<file path="config.mk">
export PLATFORM = sky130hd
export DESIGN_NAME = sorted_priority_queue
export DESIGN_NICKNAME = d
export VERILOG_FILES = /design/src/spq_pkg.sv /design/src/spq_ram.sv /design/src/spq_seq.sv /design/src/sorted_priority_queue.sv
export SDC_FILE = /design/constraint.sdc
export NUM_CORES = 1
export LEC_CHECK = 0
export BUFFER_PORTS_ARGS = -buffer_cell sky130_fd_sc_hd__buf_2
export CAP_MARGIN = 0
export CORE_MARGIN = 2
export CORE_UTILIZATION = 60
export DETAILED_ROUTE_END_ITERATION = 10
export MAX_ROUTING_LAYER = met4
export PLACE_DENSITY = 0.76
export SLEW_MARGIN = 40
export SYNTH_ARGS = -nofsm -noshare
export SYNTH_HDL_FRONTEND = slang
export SYNTH_SLANG_ARGS = --single-unit
export TNS_END_PERCENT = 10
</file>
<file path="constraint.sdc">
create_clock -name clk -period 15.2 [get_ports clk]
set_input_delay 3.04 -clock clk [delete_from_list [all_inputs] [get_ports clk]]
set_output_delay 3.04 -clock clk [all_outputs]
set_load 0.01 [all_outputs]
</file>
<file path="src/spq_pkg.sv">
// Shared types, constants and index helpers for the sorted priority queue.
package spq_pkg;

    localparam int CAPACITY      = 16;
    localparam int PRIORITY_BITS = 8;

    localparam int PRIO_W = PRIORITY_BITS;
    localparam int ADDR_W = $clog2(CAPACITY);
    localparam int CNT_W  = $clog2(CAPACITY + 1);
    localparam int SUM_W  = CNT_W + 1;

    // Command codes
    localparam logic [1:0] CMD_INSERT = 2'd0;
    localparam logic [1:0] CMD_REMOVE = 2'd1;
    localparam logic [1:0] CMD_DUMP   = 2'd2;

    // Status codes
    localparam logic [1:0] STAT_OK    = 2'd0;
    localparam logic [1:0] STAT_EMPTY = 2'd1;
    localparam logic [1:0] STAT_FULL  = 2'd2;

    typedef struct packed {
        logic [1:0]         cmd;
        logic signed [31:0] item_value;
        logic [7:0]         item_priority;
    } item_t;

    typedef struct packed {
        logic [1:0]         status;
        logic signed [31:0] out_value;
        logic [7:0]         out_priority;
        logic               last;
    } result_t;

    // One stored queue entry
    typedef struct packed {
        logic [31:0]       value;
        logic [PRIO_W-1:0] prio;
    } entry_t;

    localparam int ENTRY_W = $bits(entry_t);

    // Storage access from the sequencer
    typedef struct packed {
        logic               we;
        logic [ADDR_W-1:0]  waddr;
        entry_t             wdata;
        logic [ADDR_W-1:0]  raddr;
    } ram_req_t;

    // Result beat handed to the output register
    typedef struct packed {
        logic    valid;
        result_t res;
    } emit_t;

    // Port priority to stored width (keeps the low PRIO_W bits)
    function automatic logic [PRIO_W-1:0] to_prio(input logic [7:0] p);
        logic [PRIO_W+7:0] tmp;
        tmp = {{PRIO_W{1'b0}}, p};
        return tmp[PRIO_W-1:0];
    endfunction

    // Stored priority back to the 8-bit port
    function automatic logic [7:0] from_prio(input logic [PRIO_W-1:0] p);
        logic [PRIO_W+7:0] tmp;
        tmp = {8'd0, p};
        return tmp[7:0];
    endfunction

    // Circular index: base + offset, wrapped at CAPACITY
    function automatic logic [ADDR_W-1:0] wrap_add(input logic [ADDR_W-1:0] base,
                                                   input logic [CNT_W-1:0]  offs);
        logic [SUM_W-1:0] s;
        s = SUM_W'(base) + SUM_W'(offs);
        if (s >= SUM_W'(CAPACITY))
            s = s - SUM_W'(CAPACITY);
        return s[ADDR_W-1:0];
    endfunction

    function automatic logic [ADDR_W-1:0] wrap_inc(input logic [ADDR_W-1:0] p);
        return (p == ADDR_W'(CAPACITY - 1)) ? '0 : p + ADDR_W'(1);
    endfunction

    function automatic logic [ADDR_W-1:0] wrap_dec(input logic [ADDR_W-1:0] p);
        return (p == '0) ? ADDR_W'(CAPACITY - 1) : p - ADDR_W'(1);
    endfunction

endpackage

</file>
<file path="src/spq_ram.sv">
// Generic single-write, single-read RAM with registered read data.
module spq_ram #(
    parameter int WIDTH = 8,
    parameter int DEPTH = 16
) (
    input  logic                     clk,
    input  logic                     we,
    input  logic [$clog2(DEPTH)-1:0] waddr,
    input  logic [WIDTH-1:0]         wdata,
    input  logic [$clog2(DEPTH)-1:0] raddr,
    output logic [WIDTH-1:0]         rdata
);

    logic [WIDTH-1:0] mem [DEPTH];
    logic [WIDTH-1:0] rdata_reg;

    // Write port and registered read port
    always_ff @(posedge clk)
    begin
        if (we)
            mem[waddr] <= wdata;
        rdata_reg <= mem[raddr];
    end

    assign rdata = rdata_reg;

endmodule

</file>
<file path="src/spq_seq.sv">
// Command sequencer: circular sorted store, insertion scan with one comparator.
module spq_seq (
    input  logic              clk,
    input  logic              rst_n,
    input  logic              start,
    input  spq_pkg::item_t    item,
    input  spq_pkg::entry_t   ram_rdata,
    output logic              busy,
    output spq_pkg::ram_req_t ram_req,
    output spq_pkg::emit_t    emit
);
    import spq_pkg::*;

    typedef enum logic [6:0] {
        S_IDLE     = 7'b0000001,
        S_INS_RD   = 7'b0000010,
        S_INS_CMP  = 7'b0000100,
        S_REM_RD   = 7'b0001000,
        S_REM_OUT  = 7'b0010000,
        S_DUMP_RD  = 7'b0100000,
        S_DUMP_OUT = 7'b1000000
    } state_t;

    state_t            state_reg, state_next;
    logic [CNT_W-1:0]  count_reg, count_next;
    logic [ADDR_W-1:0] head_reg, head_next;
    logic [ADDR_W-1:0] ptr_reg, ptr_next;
    logic [ADDR_W-1:0] wptr_reg, wptr_next;
    logic [CNT_W-1:0]  rem_reg, rem_next;
    entry_t            ent_reg, ent_next;
    logic              shift_up;

    // Comparator: stored entry belongs after the new one
    assign shift_up = ram_rdata.prio > ent_reg.prio;

    assign busy = (state_reg != S_IDLE);

    // Sequencer next state and storage access
    always_comb
    begin
        state_next = state_reg;
        count_next = count_reg;
        head_next  = head_reg;
        ptr_next   = ptr_reg;
        wptr_next  = wptr_reg;
        rem_next   = rem_reg;
        ent_next   = ent_reg;

        ram_req.we    = 1'b0;
        ram_req.waddr = wptr_reg;
        ram_req.wdata = ent_reg;
        ram_req.raddr = ptr_reg;

        emit.valid            = 1'b0;
        emit.res.status       = STAT_OK;
        emit.res.out_value    = '0;
        emit.res.out_priority = '0;
        emit.res.last         = 1'b1;

        unique case (state_reg)
            S_IDLE:
            begin
                if (start)
                begin
                    ent_next.value = item.item_value;
                    ent_next.prio  = to_prio(item.item_priority);
                    unique case (item.cmd)
                        CMD_INSERT:
                        begin
                            if (count_reg >= CNT_W'(CAPACITY))
                            begin
                                emit.valid      = 1'b1;
                                emit.res.status = STAT_FULL;
                            end
                            else
                            begin
                                wptr_next  = wrap_add(head_reg, count_reg);
                                ptr_next   = wrap_dec(wrap_add(head_reg, count_reg));
                                rem_next   = count_reg;
                                state_next = S_INS_RD;
                            end
                        end
                        CMD_REMOVE:
                        begin
                            if (count_reg == '0)
                            begin
                                emit.valid      = 1'b1;
                                emit.res.status = STAT_EMPTY;
                            end
                            else
                                state_next = S_REM_RD;
                        end
                        CMD_DUMP:
                        begin
                            if (count_reg == '0)
                            begin
                                emit.valid      = 1'b1;
                                emit.res.status = STAT_EMPTY;
                            end
                            else
                            begin
                                ptr_next   = head_reg;
                                rem_next   = count_reg;
                                state_next = S_DUMP_RD;
                            end
                        end
                        default:
                            emit.valid = 1'b1;
                    endcase
                end
            end
            // Read the next lower entry, or drop the new one in when none left
            S_INS_RD:
            begin
                if (rem_reg == '0)
                begin
                    ram_req.we = 1'b1;
                    count_next = count_reg + CNT_W'(1);
                    emit.valid = 1'b1;
                    state_next = S_IDLE;
                end
                else
                    state_next = S_INS_CMP;
            end
            // Move the entry up a slot, or place the new entry above it
            S_INS_CMP:
            begin
                ram_req.we = 1'b1;
                if (shift_up)
                begin
                    ram_req.wdata = ram_rdata;
                    wptr_next     = ptr_reg;
                    ptr_next      = wrap_dec(ptr_reg);
                    rem_next      = rem_reg - CNT_W'(1);
                    state_next    = S_INS_RD;
                end
                else
                begin
                    count_next = count_reg + CNT_W'(1);
                    emit.valid = 1'b1;
                    state_next = S_IDLE;
                end
            end
            S_REM_RD:
            begin
                ram_req.raddr = head_reg;
                state_next    = S_REM_OUT;
            end
            S_REM_OUT:
            begin
                emit.valid            = 1'b1;
                emit.res.out_value    = ram_rdata.value;
                emit.res.out_priority = from_prio(ram_rdata.prio);
                head_next             = wrap_inc(head_reg);
                count_next            = count_reg - CNT_W'(1);
                state_next            = S_IDLE;
            end
            S_DUMP_RD:
            begin
                ptr_next   = wrap_inc(ptr_reg);
                rem_next   = rem_reg - CNT_W'(1);
                state_next = S_DUMP_OUT;
            end
            S_DUMP_OUT:
            begin
                emit.valid            = 1'b1;
                emit.res.out_value    = ram_rdata.value;
                emit.res.out_priority = from_prio(ram_rdata.prio);
                emit.res.last         = (rem_reg == '0);
                state_next            = (rem_reg == '0) ? S_IDLE : S_DUMP_RD;
            end
            default:
                state_next = S_IDLE;
        endcase
    end

    // Control registers
    always_ff @(posedge clk or negedge rst_n)
    begin
        if (!rst_n)
        begin
            state_reg <= S_IDLE;
            count_reg <= '0;
            head_reg  <= '0;
            ptr_reg   <= '0;
            wptr_reg  <= '0;
            rem_reg   <= '0;
        end
        else
        begin
            state_reg <= state_next;
            count_reg <= count_next;
            head_reg  <= head_next;
            ptr_reg   <= ptr_next;
            wptr_reg  <= wptr_next;
            rem_reg   <= rem_next;
        end
    end

    // Entry being inserted
    always_ff @(posedge clk)
    begin
        ent_reg <= ent_next;
    end

    // Fill level never passes capacity
    a_count_bound: assert property (@(posedge clk) disable iff (!rst_n)
        count_reg <= CNT_W'(CAPACITY))
        else $error("entry count above capacity");

    // No result beat while idle without a new command
    a_no_spurious_emit: assert property (@(posedge clk) disable iff (!rst_n)
        (state_reg == S_IDLE && !start) |-> !emit.valid)
        else $error("result beat without a command");

    // The final beat of a command returns the sequencer to idle
    a_last_ends: assert property (@(posedge clk) disable iff (!rst_n)
        (emit.valid && emit.res.last) |=> (state_reg == S_IDLE))
        else $error("sequencer busy after final beat");

    // Fill level only moves while a command is in progress
    a_count_moves: assert property (@(posedge clk) disable iff (!rst_n)
        (state_reg == S_IDLE) |=> (count_reg == $past(count_reg)))
        else $error("entry count changed while idle");

endmodule

</file>
<file path="src/sorted_priority_queue.sv">
// Top level: sequencer, entry storage and registered result port.
// Insert scans down from the tail, moving each entry of higher priority up one slot.
// A full insert answers straight from idle; remove reads the head; dump gives one beat per entry.
// One command at a time: busy holds until the final beat is issued; the next start may
// land while that beat sits on the result port, which the receiver cannot stall.
// Reset clears the fill level and head pointer; the storage keeps no reset value.
module sorted_priority_queue (
    input  logic             clk,
    input  logic             rst_n,
    input  logic             start,
    input  spq_pkg::item_t   item,
    output logic             busy,
    output logic             result_valid,
    output spq_pkg::result_t result
);
    import spq_pkg::*;

    ram_req_t ram_req;
    entry_t   ram_rdata;
    emit_t    emit;
    logic     result_valid_reg;
    result_t  result_reg;

    spq_seq u_seq (
        .clk       (clk),
        .rst_n     (rst_n),
        .start     (start),
        .item      (item),
        .ram_rdata (ram_rdata),
        .busy      (busy),
        .ram_req   (ram_req),
        .emit      (emit)
    );

    spq_ram #(
        .WIDTH (ENTRY_W),
        .DEPTH (CAPACITY)
    ) u_ram (
        .clk   (clk),
        .we    (ram_req.we),
        .waddr (ram_req.waddr),
        .wdata (ram_req.wdata),
        .raddr (ram_req.raddr),
        .rdata (ram_rdata)
    );

    // Result strobe
    always_ff @(posedge clk or negedge rst_n)
    begin
        if (!rst_n)
            result_valid_reg <= 1'b0;
        else
            result_valid_reg <= emit.valid;
    end

    // Result payload
    always_ff @(posedge clk)
    begin
        if (emit.valid)
            result_reg <= emit.res;
    end

    assign result_valid = result_valid_reg;
    assign result       = result_reg;

endmodule

</file>
# Yosys cells after proc, flatten, opt, wreduce, memory -nomap -nowiden
# Memories as Yosys holds them, arrays and structs flattened. A register that Yosys moved wholly into a read port is not among the register bits.
# Cells that the tools add are included.
[totals] regBits=113 ramBits=640 word_cells=116 n_memories=1
[op_classes] n_addsub=9 order_cmp=3 n_eq_ne=23 mux=52 n_reduce_logical=15
[memory_table] memory="u_ram.mem" depth=16 word_bits=40 rd=1 rd_ports_with_merged_regs=1 wr=1 line_no="spq_ram.sv:14" rtl="logic [WIDTH-1:0] mem [DEPTH];"
[op_table] cell="2-to-1 mux 40 bit" count=2
[op_table] cell="2-to-1 mux 4 bit" count=18
[op_table] cell="one-hot mux 7 bit (6 select lines)" count=1
[op_table] cell="2-to-1 mux 5 bit" count=6
[op_table] cell="one-hot mux 5 bit (3 select lines)" count=2
[op_table] cell="2-to-1 mux 7 bit" count=4
[op_table] cell="one-hot mux 7 bit (3 select lines)" count=1
[op_table] cell="one-hot mux 4 bit (2 select lines)" count=2
[op_table] cell="2-to-1 mux 3 bit" count=4
[op_table] cell="!= test 3 bit (second input constant)" count=4
[op_table] cell="one-hot mux 4 bit (3 select lines)" count=1
[op_table] cell="subtractor 4 x 1 -> 4 bit (second input constant)" count=3
[op_table] cell="zero test 5 bit" count=2
[op_table] cell="one-hot mux 5 bit (2 select lines)" count=1
[op_table] cell="AND reduction 5 bit" count=2
[op_table] cell="subtractor 5 x 1 -> 5 bit (second input constant)" count=2
[op_table] cell="adder 4 x 1 -> 4 bit (second input constant)" count=2
[op_table] cell="equality test 4 bit (second input constant)" count=2
[op_table] cell="greater-than comparator 8 bit" count=1
[op_table] cell="zero test 4 bit" count=2
[op_table] cell="!= test 2 bit (second input constant)" count=4
[op_table] cell="equality test 7 x 1 -> 1 bit (second input constant)" count=1
[op_table] cell="equality test 7 x 2 -> 1 bit (second input constant)" count=1
[op_table] cell="equality test 7 x 3 -> 1 bit (second input constant)" count=1
[op_table] cell="26 further kinds" count=33

# Depth between registers and ports, before layout
# Gate-level depths: netlist (run 1).
[logic_depth] ltp_word=13 ltp_mapped=12 ltp_nobuf=10

# By module
# From an unflattened synthesis (run 1), not the netlist that was laid out.
[unflattened] cells_unflattened=1491 hier_area_um2=30822.1
[by_module_without_submodules] module="spq_ram" instances=1 cells_each=1040 area_per_inst_um2=25131.6
[by_module_without_submodules] module="spq_seq" instances=1 cells_each=407 area_per_inst_um2=4374.2
[by_module_without_submodules] module="sorted_priority_queue" instances=1 cells_each=44 area_per_inst_um2=1316.3

# Least setup slack after synthesis (run 1)
# OpenSTA, ideal clock, no wires.
[synth_timing] path_kind="input to register" from="input port item[40] in the netlist's numbering" to="register result_reg, in the netlist result[0] (enable)" setup_time_ns=0.457 arrival_time_ns=5.616 required_ns=14.743 slack_ns=9.127 cell_stages=4 path_buffers=0 path_cell_list="inv_1 -> ha_1 -> a221oi_1 -> o211ai_1"
[synth_rtl] element="from (decl)" line_no="sorted_priority_queue.sv:11" rtl="input spq_pkg::item_t item,"
[synth_rtl] element="to (signal assigned)" line_no="sorted_priority_queue.sv:60" rtl="result_reg <= emit.res;"
[synth_rtl] element="to (decl)" line_no="sorted_priority_queue.sv:22" rtl="result_t result_reg;"

# Worst setup path in the final report (run 1)
[layout_timing] from="register u_seq.state_reg[2]" to="output port busy"
[layout_via] elab_chain_len=1
[layout_lines] element="from (decl)" line_no="spq_seq.sv:24" rtl="state_t state_reg, state_next;"
[layout_lines] element="from (signal assigned)" line_no="spq_seq.sv:191" rtl="state_reg <= state_next;"
[layout_lines] element="!= test 7 x 1 -> 1 bit" line_no="spq_seq.sv:36" rtl="assign busy = (state_reg != S_IDLE);"
[layout_lines] element="to (decl)" line_no="sorted_priority_queue.sv:12" rtl="output logic busy,"
# No other way between the ends.

==> reports/qor.yml, run 1 <==
outcome:
  status: "finished clean"
synth:
  synth_top_area_share_pct: 62.3
  netlist_instances: 2553
  synth_enable_flop_cells: 723
  number_of_register_bits_inferred_by_synthesis: 793
  synth-seq-area-share_pct: 66.8
  synth_warnings: 0
  synthMostInstantiatedCell: "sky130_fd_sc_hd__edfxtp_1"
  ys_async_sr_fraction_pct: 3.78
  post_synthesis_net_count: 2625
  yosys.area.top_type: "sky130_fd_sc_hd__edfxtp_1"
  synth.top_cells.by_area: "sky130_fd_sc_hd__edfxtp_1 (62%), sky130_fd_sc_hd__mux2i_1 (5.7%), sky130_fd_sc_hd__a21oi_1 (4.5%)"
  yosys_most_used_dff: "sky130_fd_sc_hd__edfxtp_1"
  synthesis.area_per_instance_sq_um: 13.6
  synth_common_cells: "sky130_fd_sc_hd__edfxtp_1 (723), sky130_fd_sc_hd__a21oi_1 (311), sky130_fd_sc_hd__nand2_1 (209), sky130_fd_sc_hd__mux2i_1 (199), sky130_fd_sc_hd__clkbuf_1 (139)"
  synth_cell_types: 72
  synth.cell_area_sq_um: 34800
cells_and_area:
  multi_input_area_sq_um: 10800
  register_area_sq_um: 23300
  largest_reg_flops: 640
  num-fill-cells: 3792
  drive_gt1_share_pct: 11.7
  nets: 2651
  syn2layout_area_growth_pct: 10.9
  finish.cell_count_without_fillers: 3410
  final_design_area_no_fill_sq_um: 38600
floorplan:
  die_w_um: 245
  core_region_area_sq_um: 57600
  dieHeight_um: 245
  top_level_ports: 90
  start_util_pct: 60.5
  core.rowCount: 88
  floorplan.die_area_sq_um: 60000
timing:
  post_route_setup_tns_ns: 0
  fin_skew_ns: 0.0313
  timing.final.setup_violations: 0
  rsz0062_at_grt: "false"
  max_freq_mhz: 192
  finalCriticalPeriod_ns: 5.21
  worstMarginPinSlew_ns: 0.891
  finalHoldViolCount: 0
  fin_max_slew_vios: 0
  min_period_over_period_pct: 34.3
  max-slew-margin-rel_pct: 40.6
detailed_routing:
  wl_per_cell_um: 27.8
  drt-total-wl_mm: 94.8
  route.detailed.drc: 0
  vias: 23871
  detail_route.iter0.violations: 3498
  route.detailed.vias_per_inst: 7.00
  drt_first_pass_iters: 8
  final_antenna_net_count: 0
cts:
  cts_hold_buffers: 0
  cts-root-to-sink-buffers: 3
  cts.clk_slew.worst_paths_ns: 0.06
  clock_tree_from_tritoncts: "built"
  ctsHtreeMaxLevel: 3
  clk_tree_root_cell: "sky130_fd_sc_hd__clkbuf_16"
  worstSkewPairLatency_ns: 0.64
  clkSinkCount: 793
  postCtsResizedCells: 0
  numCtsBuffers: 79
  cts_setup_buffers: 0
global_routing:
  antenna_found_initial: 0
  overall_global_routing_usage_pct: 32.6
  vias_in_the_first_global_route: 23633
  maximum_number_of_pins_on_one_net_before_global_route_repair: 107
  grt_first_pass_wirelength_mm: 142
  grt_remaining_overflow: 0
setup_path:
  cp-end-kind: "output pin"
  crit_path_top_delay_cell: "sky130_fd_sc_hd__dfrtp_1"
  r2r_setup_slack_ns: 10.35
  path_max_fanout: 7
  timing.critical_path.arrival_ns: 2.17
  rr_endpoint: "u_ram.rdata[34]"
  critical_path_start_end_classification: "reg2out"
  cp_cell_sequence: "or3_1 -> nor3_1 -> nand2_1 -> buf_2"
  setup.worst_path.start_class: "flip-flop"
  worst_path_largest_cell_delay_ns: 0.45
  reg2reg_depth: 8
  critical_path_required_ns: 12.16
  critical_path.reg2reg.startpoint: "u_seq.state_reg[3]"
min_path:
  whs_path_depth: 1
  hold_path.class: "reg2reg"
  worst_hold_path.endpoint: "result[38]"
  hp-start: "u_ram.rdata[37]"
job:
  maxCapViolCount: 0
placed_design:
  global_placer_s_final_weighted_congestion: 0.869
  post_dp_cell_area_sq_um: 36000
  io_buffer_count: 89
  place_hpwl_mm: 49.0
  dpl.cell_count: 3260
pwr:
  static_leakage_uw: 0.0138
  peakVddDrop_v: 0.000124
  power_density_nw_per_um2: 170
==> cell families (layout without fill, tap and decap cells) <==
group                    count (synthesis)  count (layout)  share of synthesized area (%)
flip-flops                             793             793                           66.8
AO/OA/AOI/OAI                          766             766                           15.1
AND/OR/NAND/NOR                        484             484                           6.67
multiplexers                           248             248                           7.31
buffers and inverters                  224             315                           2.82
adder cells (fa/ha/maj)                 27              27                           1.01
XOR/XNOR                                11              11                          0.277
other                                    0               1                              0
==> power breakdown <==
group          switching, uW  total [uW]  internal [uW]
sequential               120        2710           2590
combinational           1250        1910            661
clock                    816        1960           1140
total                   2190        6580           4400
==> worst max-delay path by stage <==
| stage | slack [ns] | cells after the start | endpoint | start |
|---|---|---|---|---|
| after floorplan | 9.13 | 4 | result[0] | item[40] |
| after global placement | 10.06 | 8 | u_ram.rdata[3] | u_seq.state_reg[3] |
| after detailed placement | 10.20 | 7 | u_seq.ptr_reg[3] | item[40] |
| after CTS | 10.00 | 4 | busy | u_seq.state_reg[2] |
| after global routing | 9.86 | 4 | busy | u_seq.state_reg[2] |
| final | 9.99 | 4 | busy | u_seq.state_reg[2] |
==> routing by layer <==
metal	wire, um	share of wire, %	GRT usage (%)
met1	35900	38	42.8
met2	44400	47	50.3
met3	10800	11	5.85
met4	3680	3.9	14.4
met5	0	0	-
==> stage by stage <==
step	utilization, %	worst slack, ns	hold slack, ns	total power, uW
CTS	66.9	10.00	0.531	6540
finish	67.1	9.99	0.532	6580
floorplan	-	9.13	0.492	4030
global route	67.1	9.86	0.553	6830
global placement	62.3	10.06	0.505	4520
detailed placement	62.4	10.20	0.517	4600
==> worst max-delay path, delay by kind of cell (launching register included) <==
kind,cells,cell delay [ns]
simple gates,3,0.92
flops,1,0.45
buf+inv,1,0.17
==> layout make-up <==
| cell class | instances | area share, % |
|---|---|---|
| clock buffers | 107 | 5.63 |
| repair buffers | 140 | 2.35 |
| inverters | 29 | 0.314 |
| clock inverters | 39 | 1.08 |
| multi-input cells | 1536 | 27.9 |
| flip-flops and latches | 793 | 60.2 |
| diodes | 1 | 0.00648 |
| well taps | 765 | 2.48 |
==> cells in the final DEF (no fill, tap or decap), types with 9 or more instances in the layout <==
master                      count
sky130_fd_sc_hd__buf_4         38
sky130_fd_sc_hd__edfxtp_1     723
sky130_fd_sc_hd__clkbuf_16     80
sky130_fd_sc_hd__nor3_1        56
sky130_fd_sc_hd__nand2_1      207
sky130_fd_sc_hd__clkbuf_1      20
sky130_fd_sc_hd__a21o_1        39
sky130_fd_sc_hd__o311ai_1      30
sky130_fd_sc_hd__dfrtp_1       27
sky130_fd_sc_hd__a221o_1       17
sky130_fd_sc_hd__and2_1        41
sky130_fd_sc_hd__ha_1          25
sky130_fd_sc_hd__mux2_1        46
sky130_fd_sc_hd__and3_1        19
sky130_fd_sc_hd__o22ai_1       47
sky130_fd_sc_hd__buf_2         89
sky130_fd_sc_hd__o311a_1       46
sky130_fd_sc_hd__a21boi_0      34
sky130_fd_sc_hd__a222oi_1      23
sky130_fd_sc_hd__clkinv_2      15
sky130_fd_sc_hd__o21ai_0       14
sky130_fd_sc_hd__o2111ai_1     34
sky130_fd_sc_hd__a31oi_1       25
sky130_fd_sc_hd__a211o_1       58
sky130_fd_sc_hd__clkinv_1      12
sky130_fd_sc_hd__inv_1         21
sky130_fd_sc_hd__xnor2_1        9
sky130_fd_sc_hd__a211oi_1      20
sky130_fd_sc_hd__buf_6          9
sky130_fd_sc_hd__nor2_4        12
sky130_fd_sc_hd__dfxtp_1       40
sky130_fd_sc_hd__nor2_1        17
sky130_fd_sc_hd__o211ai_1      19
sky130_fd_sc_hd__or3_1         50
sky130_fd_sc_hd__a31o_1        12
sky130_fd_sc_hd__a21oi_1      311
sky130_fd_sc_hd__nand3_1       50
sky130_fd_sc_hd__mux2i_1      199
Power figures use the tool's default switching activity.
==> run 2, diff against run 1 <==
Settings changed: ABC_AREA set to 1, CORE_UTILIZATION 60 to 56, PLACE_DENSITY 0.76 to 0.75.
Clock period 15.2 ns to 4.5 ns, I/O delays scaled along.
==> run 2 against run 1 <==
- worst setup slack got worse by 8.9 ns
- total power grew to 3.7 times the previous value
- register-to-register slack got worse by 9.3 ns
- worst hold slack got worse by 0.22 ns
- final cell count rose by 22%
- largest power group unchanged
==> reports/qor.yml, run 2 <==
placed_design:
  place_ws_ns: 1.12
  global_placer_s_final_weighted_congestion: 0.854
  io_buffer_count: 89
  dpl.cell_count: 4022
  place_hpwl_mm: 43.1
min_path:
  hold_path.class: "in2async"
setup_path:
  cp_cell_sequence: "inv_1 -> ha_1 -> nand2_1 -> or2_2 -> o21ai_0 -> nand3_1 -> nor2_4 -> buf_4"
  r2r_setup_slack_ns: 1.08
  cp-end-kind: "flip-flop"
  timing.critical_path.arrival_ns: 3.71
  critPathLaunch: "u_seq.rem_reg[0]"
  critical_path_start_end_classification: "reg2reg"
  crit_path_top_delay_cell: "sky130_fd_sc_hd__nor2_4"
  timing.critical_path.depth: 8
  worst_path_largest_cell_delay_ns: 0.66
  crit_buf_inv: 2
  reg2reg_depth: 8
  critical_path.top_delay_family: "simple AND/OR/NAND/NOR gates"
  critical_path_required_ns: 4.79
  cp-endpoint: "u_ram.mem[1][26]"
  rr_endpoint: "u_ram.mem[1][26]"
  setup.worst_path.start_class: "flip-flop"
  path_max_fanout: 17
  critical_path.reg2reg.startpoint: "u_seq.rem_reg[0]"
synth:
  synth.top_cells.by_area: "sky130_fd_sc_hd__edfxtp_1 (63%), sky130_fd_sc_hd__nand3_1 (9.8%), sky130_fd_sc_hd__nand2_1 (6.9%)"
  synth-seq-area-share_pct: 67.6
  synth_warnings: 0
  yosys.area.top_type: "sky130_fd_sc_hd__edfxtp_1"
  synth_cell_types: 38
  number_of_register_bits_inferred_by_synthesis: 793
  yosys_most_used_dff: "sky130_fd_sc_hd__edfxtp_1"
  synth.cell_area_sq_um: 34400
  synth_top_area_share_pct: 63.1
  synth_enable_flop_cells: 723
  synthesis.area_per_instance_sq_um: 10.6
  synth_common_cells: "sky130_fd_sc_hd__edfxtp_1 (723), sky130_fd_sc_hd__nand3_1 (672), sky130_fd_sc_hd__nand2_1 (634), sky130_fd_sc_hd__inv_1 (613), sky130_fd_sc_hd__nand3b_1 (121)"
  netlist_instances: 3234
  ys_async_sr_fraction_pct: 3.78
  synthMostInstantiatedCell: "sky130_fd_sc_hd__edfxtp_1"
  post_synthesis_net_count: 3306
cts:
  cts.clk_slew.worst_paths_ns: 0.06
  cts-root-to-sink-buffers: 3
  clkSinkCount: 793
  clk_tree_root_cell: "sky130_fd_sc_hd__clkbuf_16"
  worstSkewPairLatency_ns: 0.63
  ctsHtreeMaxLevel: 3
  postCtsResizedCells: 0
  clock_tree_from_tritoncts: "built"
  cts_setup_buffers: 0
  cts_hold_buffers: 0
  numCtsBuffers: 82
job:
  maxCapViolCount: 0
detailed_routing:
  drt-total-wl_mm: 86.2
  route.detailed.vias_per_inst: 5.67
  detail_route.iter0.violations: 2811
  vias: 23645
  drt_first_pass_iters: 6
  route.detailed.drc: 0
  wl_per_cell_um: 20.7
  final_antenna_net_count: 0
pwr:
  static_leakage_uw: 0.0165
  peakVddDrop_v: 0.000555
  fin_total_pwr_uw: 24300
  power_density_nw_per_um2: 623
timing:
  min_period_over_period_pct: 75.9
  fin_max_slew_vios: 0
  layout_setup_ws_ns: 1.08
  rsz0062_at_grt: "false"
  worstMarginPinSlew_ns: 0.875
  max_freq_mhz: 293
  finalHoldViolCount: 0
  max-slew-margin-rel_pct: 41.7
  timing.final.setup_violations: 0
  fin_skew_ns: 0.0299
  finalCriticalPeriod_ns: 3.42
  fin_worst_hold_slack_ns: 0.312
  post_route_setup_tns_ns: 0
cells_and_area:
  mostFrequentLayoutCell: "sky130_fd_sc_hd__edfxtp_1"
  nets: 3399
  top_library_cells_by_usage_in_the_layout_fill_and_taps_aside: "sky130_fd_sc_hd__edfxtp_1 (723), sky130_fd_sc_hd__nand3_1 (668), sky130_fd_sc_hd__nand2_1 (630)"
  largest_reg_flops: 640
  finish.cell_count_without_fillers: 4173
  drive_gt1_share_pct: 10.1
  num-fill-cells: 4432
  diodes: 0
  syn2layout_area_growth_pct: 13.2
floorplan:
  core_region_area_sq_um: 60600
  top_level_ports: 90
  floorplan.die_area_sq_um: 63400
  dieHeight_um: 252
  start_util_pct: 56.8
  core.rowCount: 90
  die_w_um: 252
global_routing:
  vias_in_the_first_global_route: 23608
  grt_first_pass_wirelength_mm: 131
  maximum_number_of_pins_on_one_net_before_global_route_repair: 161
  antenna_found_initial: 0
  grt_remaining_overflow: 0
  overall_global_routing_usage_pct: 28.0
outcome:
  status: "finished clean"
## run 2: changes by cell type after synthesis, sizes merged, moves of 59 or more
| cell | change |
|---|---|
| clkbuf | -71 |
| inv | +592 |
| nand2 | +425 |
| nand3 | +622 |
| mux2i | -199 |
| a211o | -59 |
| a21oi | -298 |
| nand3b | +119 |
## run 2: layer usage
layer | part of all wire, % | wire length, um | track usage [%]
met4 | 3.2 | 2780 | 11.3
met2 | 48 | 41600 | 45.4
met5 | 0 | 0 | -
met1 | 39 | 33500 | 35.2
met3 | 9.7 | 8340 | 5.00
## run 2: layout make-up
cell class / count / area [sq um] / share of cell area (%)
Sequential cell: 793 / 23300 / 59.7
Multi-Input combinational cell: 1656 / 8290 / 21.3
Inverter: 619 / 2320 / 5.97
Clock buffer: 110 / 2270 / 5.82
Timing Repair Buffer: 175 / 1340 / 3.44
Tap cell: 782 / 978 / 2.51
Clock inverter: 38 / 485 / 1.25
## run 2: worst min path at each step
stage	endpoint	slack [ns]
final	result_valid	0.31
after global routing	result_valid	0.37
after CTS	u_seq.head_reg[1]	0.32
after detailed placement	u_seq.rem_reg[4]	0.50
after global placement	u_seq.rem_reg[4]	0.48
after floorplan	u_seq.rem_reg[4]	0.46
## run 2: metrics by stage
| step | utilization [%] | area (sq um) |
|---|---|---|
| after CTS | 64.2 | 38900 |
| after detailed placement | 59.6 | 36100 |
| after floorplan | - | 34400 |
| after global routing | 64.3 | 38900 |
| after global placement | 59.6 | 36100 |
| final | 64.3 | 38900 |
## run 2: report_power, final
part	internal [uW]	total, uW	switching [uW]	leakage [uW]
combinational	2310	7910	5600	0.00785
sequential	9140	9410	278	0.00726
clock	4170	6940	2770	0.00136
total	15600	24300	8650	0.0165
## run 2: logic make-up after synthesis
family | after synthesis | synth area share, %
AND/OR/NAND/NOR | 1524 | 20.5
AO/OA/AOI/OAI | 94 | 1.54
XOR/XNOR | 11 | 0.280
buffers and inverters | 785 | 9.00
flip-flops | 793 | 67.6
adder cells (fa/ha/maj) | 27 | 1.03
